**config.mk**
```make
export PLATFORM = sky130hd
export DESIGN_NAME = utf8_sequence_validator
export DESIGN_NICKNAME = d
export VERILOG_FILES = /design/src/design/u8v_pkg.sv /design/src/design/u8v_decode.sv /design/src/design/utf8_sequence_validator.sv
export SDC_FILE = /design/constraint.sdc
export NUM_CORES = 1
export LEC_CHECK = 0
export BUFFER_PORTS_ARGS = -buffer_cell sky130_fd_sc_hd__buf_4
export CAP_MARGIN = 0
export CORE_MARGIN = 2
export CORE_UTILIZATION = 49
export CTS_CLUSTER_DIAMETER = 120
export DETAILED_ROUTE_END_ITERATION = 8
export HOLD_SLACK_MARGIN = 0.05
export PLACE_DENSITY = 0.74
export SLEW_MARGIN = 20
export SYNTH_ARGS = -nofsm -noshare
export SYNTH_HDL_FRONTEND = slang
export SYNTH_SLANG_ARGS = --single-unit
```
**constraint.sdc**
```tcl
create_clock -name clk -period 2 [get_ports clk]
set_input_delay 0 -clock clk [delete_from_list [all_inputs] [get_ports clk]]
set_output_delay 0 -clock clk [all_outputs]
set_load 0.01 [all_outputs]
```
**src/design/u8v_pkg.sv**
```systemverilog
package u8v_pkg;

  // Lead byte class boundaries
  localparam logic [7:0] LEAD_MULTI_MIN = 8'h80;
  localparam logic [7:0] LEAD_2B_MIN    = 8'hC2;
  localparam logic [7:0] LEAD_3B_MIN    = 8'hE0;
  localparam logic [7:0] LEAD_4B_MIN    = 8'hF0;
  localparam logic [7:0] LEAD_5B_MIN    = 8'hF8;
  localparam logic [7:0] LEAD_6B_MIN    = 8'hFC;
  localparam logic [7:0] LEAD_BAD_MIN   = 8'hFE;

  // Continuation bytes are 10xx_xxxx
  localparam logic [1:0] CONT_TAG       = 2'b10;

  // Lower bounds on the second byte, against overlong forms
  localparam logic [7:0] SECOND_MIN_ANY = 8'h80;
  localparam logic [7:0] SECOND_MIN_E0  = 8'hA0;
  localparam logic [7:0] SECOND_MIN_F0  = 8'h90;
  localparam logic [7:0] SECOND_MIN_F8  = 8'h88;
  localparam logic [7:0] SECOND_MIN_FC  = 8'h84;

  typedef struct packed {
    logic [7:0] data_byte;
    logic       last_of_string;
  } in_item_t;

  typedef struct packed {
    logic [7:0] byte_out;
    logic       ends_char;
    logic       bad_so_far;
    logic       string_done;
    logic       string_valid;
  } out_item_t;

  typedef struct packed {
    logic [2:0] bytes_pending;
    logic [7:0] second_byte_min;
    logic       expect_second;
    logic       error_seen;
  } dec_state_t;

  localparam dec_state_t STATE_RESET = '{
    bytes_pending:   3'd0,
    second_byte_min: SECOND_MIN_ANY,
    expect_second:   1'b0,
    error_seen:      1'b0
  };

endpackage

```
**src/design/u8v_decode.sv**
```systemverilog
module u8v_decode
  import u8v_pkg::*;
(
  input  dec_state_t state_cur,
  input  in_item_t   item,
  output dec_state_t state_nxt,
  output out_item_t  result
);

  logic [7:0] b;
  logic       bad;
  logic       done_char;
  logic       cont;
  logic       err;
  dec_state_t st_step;

  assign b = item.data_byte;

  always_comb begin
    st_step   = state_cur;
    bad       = 1'b0;
    done_char = 1'b0;
    cont      = 1'b0;
    if (state_cur.bytes_pending == 3'd0) begin
      // Decode a lead byte
      if (b < LEAD_MULTI_MIN) begin
        done_char = 1'b1;
      end else if (b < LEAD_2B_MIN) begin
        bad = 1'b1;
      end else if (b < LEAD_3B_MIN) begin
        st_step.bytes_pending   = 3'd1;
        st_step.second_byte_min = SECOND_MIN_ANY;
        st_step.expect_second   = 1'b1;
      end else if (b < LEAD_4B_MIN) begin
        st_step.bytes_pending   = 3'd2;
        st_step.second_byte_min = (b == LEAD_3B_MIN) ? SECOND_MIN_E0 : SECOND_MIN_ANY;
        st_step.expect_second   = 1'b1;
      end else if (b < LEAD_5B_MIN) begin
        st_step.bytes_pending   = 3'd3;
        st_step.second_byte_min = (b == LEAD_4B_MIN) ? SECOND_MIN_F0 : SECOND_MIN_ANY;
        st_step.expect_second   = 1'b1;
      end else if (b < LEAD_6B_MIN) begin
        st_step.bytes_pending   = 3'd4;
        st_step.second_byte_min = (b == LEAD_5B_MIN) ? SECOND_MIN_F8 : SECOND_MIN_ANY;
        st_step.expect_second   = 1'b1;
      end else if (b < LEAD_BAD_MIN) begin
        st_step.bytes_pending   = 3'd5;
        st_step.second_byte_min = (b == LEAD_6B_MIN) ? SECOND_MIN_FC : SECOND_MIN_ANY;
        st_step.expect_second   = 1'b1;
      end else begin
        bad = 1'b1;
      end
    end else begin
      // Check a continuation byte, with the overlong bound on the second one
      cont = (b[7:6] == CONT_TAG);
      if (cont && state_cur.expect_second && (b < state_cur.second_byte_min)) begin
        cont = 1'b0;
      end
      if (!cont) begin
        bad = 1'b1;
      end else begin
        st_step.bytes_pending = state_cur.bytes_pending - 3'd1;
        st_step.expect_second = 1'b0;
        if (st_step.bytes_pending == 3'd0) begin
          done_char = 1'b1;
        end
      end
    end

    // Drop the sequence in progress on any error
    if (bad) begin
      st_step.bytes_pending   = 3'd0;
      st_step.expect_second   = 1'b0;
      st_step.second_byte_min = SECOND_MIN_ANY;
    end

    err = state_cur.error_seen || bad ||
          (item.last_of_string && (st_step.bytes_pending != 3'd0));

    result.byte_out     = b;
    result.ends_char    = done_char && !bad && !state_cur.error_seen;
    result.bad_so_far   = err;
    result.string_done  = item.last_of_string;
    result.string_valid = item.last_of_string && !err;

    if (item.last_of_string) begin
      state_nxt = STATE_RESET;
    end else begin
      state_nxt            = st_step;
      state_nxt.error_seen = err;
    end
  end

endmodule

```
**src/design/utf8_sequence_validator.sv**
```systemverilog
// UTF-8 sequence validator, legacy scheme with sequences of up to six bytes.
// Input channel (in_valid / in_stall / in_data) takes one request per byte of
// a string; in_data.last_of_string marks the final byte of each string.
// Result channel (out_valid / out_stall / out_data) gives exactly one request
// per input byte, in order: the byte itself, whether it completes a valid
// character, the sticky error flag and, on the final byte, string_valid.
// Path: a byte accepted by the input register moves on to the result register
// and from there to out_data, waiting in place while the receiver stalls.
// Throughput: one byte per cycle, sustained, while the receiver does not stall.
// The per-byte decision is a handful of compares in one combinational step
// between the input register and the result register; the decoder state
// advances in the same cycle that a byte moves into the result register.
// When the receiver stalls, the result register holds, the input register
// keeps its byte and the block stalls the sender once that register is full.
// Reset (rst_n low, synchronous) empties both registers and returns the
// decoder to the start of a string. No clearing pass is needed.
module utf8_sequence_validator
  import u8v_pkg::*;
(
  input  logic      clk,
  input  logic      rst_n,
  input  logic      in_valid,
  output logic      in_stall,
  input  in_item_t  in_data,
  output logic      out_valid,
  input  logic      out_stall,
  output out_item_t out_data
);

  logic       in_vld_r;
  in_item_t   in_item_r;
  logic       out_vld_r;
  out_item_t  out_item_r;
  dec_state_t st_r;
  dec_state_t st_nxt;
  out_item_t  result;
  logic       out_free;
  logic       advance;
  logic       in_take;

  // Result register is free when empty or being taken this cycle
  assign out_free = !out_vld_r || !out_stall;
  // Advance the held byte into the result register
  assign advance  = in_vld_r && out_free;
  // Input register can accept when empty or emptying this cycle
  assign in_stall = in_vld_r && !out_free;
  assign in_take  = in_valid && !in_stall;

  u8v_decode u_decode (
    .state_cur (st_r),
    .item      (in_item_r),
    .state_nxt (st_nxt),
    .result    (result)
  );

  // Input register control
  always_ff @(posedge clk) begin
    if (!rst_n) begin
      in_vld_r <= 1'b0;
    end else if (in_take) begin
      in_vld_r <= 1'b1;
    end else if (advance) begin
      in_vld_r <= 1'b0;
    end
  end

  // Input register payload: hold while stalled
  always_ff @(posedge clk) begin
    if (in_take) begin
      in_item_r <= in_data;
    end
  end

  // Decoder state moves on only with the byte it belongs to
  always_ff @(posedge clk) begin
    if (!rst_n) begin
      st_r <= STATE_RESET;
    end else if (advance) begin
      st_r <= st_nxt;
    end
  end

  // Result register control
  always_ff @(posedge clk) begin
    if (!rst_n) begin
      out_vld_r <= 1'b0;
    end else if (out_free) begin
      out_vld_r <= advance;
    end
  end

  always_ff @(posedge clk) begin
    if (advance) begin
      out_item_r <= result;
    end
  end

  assign out_valid = out_vld_r;
  assign out_data  = out_item_r;

`ifndef SYNTHESIS
  // A final byte returns the decoder to the start of a string
  a_clear_after_last: assert property (@(posedge clk) disable iff (!rst_n)
    advance && in_item_r.last_of_string |=>
      (st_r.bytes_pending == 3'd0) && !st_r.error_seen && !st_r.expect_second)
    else $error("decoder state not cleared after final byte");

  // Second-byte flag only while a sequence is open
  a_second_open: assert property (@(posedge clk) disable iff (!rst_n)
    st_r.expect_second |-> (st_r.bytes_pending != 3'd0))
    else $error("expect_second set with no bytes pending");

  // A completed character never coexists with an error
  a_ends_clean: assert property (@(posedge clk) disable iff (!rst_n)
    out_vld_r && out_item_r.ends_char |-> !out_item_r.bad_so_far)
    else $error("ends_char reported together with an error");

  // string_valid only on a final, error-free byte
  a_valid_final: assert property (@(posedge clk) disable iff (!rst_n)
    out_vld_r && out_item_r.string_valid |->
      out_item_r.string_done && !out_item_r.bad_so_far)
    else $error("string_valid on a non-final or faulty byte");

  // A held byte is not lost while the result side stalls
  a_hold_input: assert property (@(posedge clk) disable iff (!rst_n)
    in_vld_r && out_vld_r && out_stall |=> in_vld_r && $stable(in_item_r))
    else $error("input register lost its byte under stall");
`endif

endmodule
```
==> PnR_summary.wiki <==
{| class="wikitable"
! Metric !! Value
|-
| DRC violations left || 0
|-
| Cell area after synthesis || 1490 um^2
|-
| Wire length per cell after detailed routing || 15.5 um
|-
| Number of top-level pins || 27
|-
| Post-layout minimum cycle time || 2.07 ns
|-
| Endpoint of the most critical setup path || out_data[2]
|-
| Vias post-DR || about 1200
|-
| Count of clock tree sinks || 33
|-
| Critical path capture point type || flip-flop
|-
| Largest voltage drop on the vdd net || 0.000475 V
|-
| Tightest Pin Transition || 0.469 ns
|-
| Power density over the cells || 633 nW/um^2
|-
| Commonest cells after routing, fill and taps aside || sky130_fd_sc_hd__buf_4 (46), sky130_fd_sc_hd__edfxtp_1 (21), sky130_fd_sc_hd__dlygate4sd3_1 (14)
|-
| Kind of cell adding the most delay to the critical path || compound AO/OA/AOI/OAI gates
|-
| Vias in the first global route || 1182
|-
| Clock latency on the worst-skew pair || 0.33 ns
|-
| GRT Overall Usage || 21.8%
|-
| Status || finished, violations left
|-
| Post-Route Utilization || 71.5%
|-
| CTS H-Tree Depth || 2
|-
| Clock tree from TritonCTS || done
|-
| Largest net degree at the start of global routing || 14
|-
| Endpoint required time on the critical path || 2.08 ns
|-
| Port-buffer cells || 26
|-
| Share of the clock period used by the worst path after layout || 103%
|-
| Vertical die dimension || 59.2 um
|-
| Detailed-routing iteration count for the pre-antenna-repair pass || 4
|-
| Classification of the worst-slack hold path || input port to flip-flop
|-
| Number of buffers added by the clock tree synthesis step || 5
|-
| Routed Antenna Nets || 0
|-
| Area share of fa/ha/maj cells after synthesis || 6.70%
|-
| Max Fclk || ~480 MHz
|-
| Ys async rst share || 0%
|-
| Total power after layout || 1350 uW
|-
| Setup skew after layout || 0.00507 ns
|-
| Cell chain of the critical path || or4_4, o211ai_1, a21oi_1, o32ai_1, a21oi_1
|-
| Floorplan Core Area || 2980 um^2
|-
| Post-Synthesis Cells || 126
|-
| ANT cells || 0
|-
| Most common cell after layout, fill and taps aside || sky130_fd_sc_hd__buf_4
|-
| Number of logic stages on the critical path including buffering || 5
|-
| Area share of xor/xnor cells in the synthesized design || 0%
|-
| Standard-cell row count || 20
|-
| CP max-delay cell || sky130_fd_sc_hd__or4_4
|-
| First-pass GRT wire length || 5.48 mm
|-
| Most used cell, CP || sky130_fd_sc_hd__a21oi_1
|-
| Area leader, netlist || sky130_fd_sc_hd__edfxtp_1
|-
| Worst setup path startpoint || in_item_r[6]
|-
| Die extent in x || 59.2 um
|-
| Register clock-pin slew on the reported worst setup and hold paths || 0.09 ns
|-
| Iter 0 DRT Violations || 52
|-
| Number of max-cap violations || 0
|-
| Initial core utilization || approximately 50%
|-
| Drt total wl || 3.51 mm
|-
| Start-to-end type of the worst setup path || flip-flop to flip-flop
|-
| Worst EP arrival || 2.15 ns
|-
| Multiplexer area fraction after synthesis || 0%
|-
| Count of final max-slew check failures || 0
|-
| Ranking of synthesized cells by area || sky130_fd_sc_hd__edfxtp_1 (42%), sky130_fd_sc_hd__dfxtp_1 (16%), sky130_fd_sc_hd__ha_1 (6.7%)
|-
| Syn_nets || approximately 150
|-
| Final worst-path setup slack || -0.0679 ns
|-
| Cell leakage power || 0.000885 uW
|-
| Floorplan die area || around 3500 um^2
|-
| Reg2Reg Depth || 5
|-
| Slack of the worst reg-to-reg path || -0.07 ns
|-
| Element type at the critical path start || flip-flop
|-
| Area delta synth->final || 42.5%
|-
| DP HPWL || 2.39 mm
|-
| R2r endpoint || out_data[2]
|-
| Synthesis Warnings || 0
|-
| Post-synthesis share of cell area spent on and, or, nand and nor gates || 15.2%
|-
| Total grt overflow || 0
|-
| Number of synthesized flops with an enable pin || 21
|-
| Final weighted congestion of routability-driven global placement || 0.900
|-
| Cell variety after synth || 40
|-
| Unrepaired setup endpoints after global routing || yes
|-
| Sequential cell area fraction in the yosys report || 58.3%
|-
| Ratio of cells with drive above 1 in the final layout || 36.3%
|-
| Flip-flop and latch count after synthesis || 33
|-
| Longest individual stage delay on the worst path || 0.54 ns
|-
| Reg-to-Reg Start || in_item_r[6]
|-
| NumNets Final || 214
|-
| Master cell of the clock root buffer || sky130_fd_sc_hd__clkbuf_4
|-
| Main flop type after synthesis || sky130_fd_sc_hd__edfxtp_1
|-
| Finish-stage setup viols || 4
|-
| Fill count || 198
|-
| Average size of a mapped cell || roughly 12 um^2
|-
| Worst path buffer plus inverter count || 0
|-
| Max Buffers Root-to-Sink || 2
|-
| Number of antenna violations at the first check in global routing || 0
|-
| Final Hold Vio Count || 0
|-
| Biggest fanout along the worst timing path || 3
|-
| Violations in the final reports || negative setup slack
|-
| Dominant combinational cell family by area after synthesis || compound AO/OA/AOI/OAI gates
|-
| Max transition margin || 68.4%
|-
| Compound-gate portion of the synthesized area || 17.0%
|-
| Share of Yosys cell area claimed by the top area cell type || between 40% and 50%
|-
| Number of vias per cell || 5.52
|}
## worst register-to-register path, delay by kind of cell (launching register included)
kind	cells	cell delay, ns
compound gates	4	0.82
flops	1	0.45
simple gates	1	0.55
## worst min-delay path by stage
stage               start  slack (ns)  depth (start not counted)      endpoint
2_1_floorplan  in_data[0]         0.1                          0  in_item_r[0]
3_3_place_gp   in_data[0]        0.18                          1  in_item_r[0]
3_5_place_dp   in_data[4]        0.18                          1  in_item_r[4]
4_1_cts        in_data[7]        0.38                          2  in_item_r[7]
5_1_grt        in_data[6]        0.37                          2  in_item_r[6]
6_report       in_data[7]        0.38                          2  in_item_r[7]
## power breakdown
group	leakage [uW]	internal, uW	switching, uW	total (uW)
Combinational	0.000556	106	92.0	198
Clock	0.0000314	166	212	378
Sequential	0.000298	756	15.5	772
## cell families after synthesis
| kind of cell | count (synthesis) |
|---|---|
| buf+inv | 11 |
| flops | 33 |
| fa+ha+maj | 8 |
| compound gates | 34 |
| simple gates | 40 |
## registers in the layout, indices dropped and copies added (netlist names)
| signal | flops |
|---|---|
| in_item_r | 9 |
| in_vld_r | 1 |
| out_data | 12 |
| out_valid | 1 |
| st_r | 10 |
## cell type report
cell class / count / area [um^2] / share of cell area, %
clock buffer: 7 / 55.1 / 2.59
inverter: 10 / 37.5 / 1.76
multi-input combinational: 82 / 627 / 29.5
sequential: 33 / 871 / 40.9
tap: 33 / 41.3 / 1.94
timing repair buffer: 61 / 497 / 23.3
## stage by stage
stage	TNS (ns)	instance area, um^2	setup WS, ns	cells	hold slack, ns
after floorplan	0	1490	0.000290	126	0.0989
after global placement	-0.0536	1880	-0.0536	204	0.179
after detailed placement	-0.0906	1880	-0.0632	204	0.180
after CTS	-0.0146	2090	-0.0146	225	0.375
after global routing	-0.391	2130	-0.103	226	0.372
final	-0.104	2130	-0.0679	226	0.376
## what timing repair did
item | in CTS | in global routing
resized for setup | 4 | 7
setup buffers | 0 | 1
pin swaps | 0 | 1
setup endpoints to repair | 5 | 9
hold endpoints to repair | 16 | 0
hold buffers | 14 | 0
## synthesized netlist by cell type, types with 3 or more instances
library cell and instances:
sky130_fd_sc_hd__nand2b_1 4, sky130_fd_sc_hd__inv_1 10, sky130_fd_sc_hd__nand2_1 8, sky130_fd_sc_hd__nor2_1 7
sky130_fd_sc_hd__nor2b_1 3, sky130_fd_sc_hd__nand3_1 3, sky130_fd_sc_hd__edfxtp_1 21, sky130_fd_sc_hd__dfxtp_1 12
sky130_fd_sc_hd__o21ai_0 4, sky130_fd_sc_hd__ha_1 8, sky130_fd_sc_hd__a21oi_1 5, sky130_fd_sc_hd__a22o_1 3
## per-layer routing
layer | track usage [%] | routed length [um]
met5 | 0 | 0
met1 | 26.8 | 1490
met3 | 7.21 | 199
met4 | 4.87 | 45
met2 | 37.2 | 1770
No activity file was read; power rests on OpenSTA's default activity.
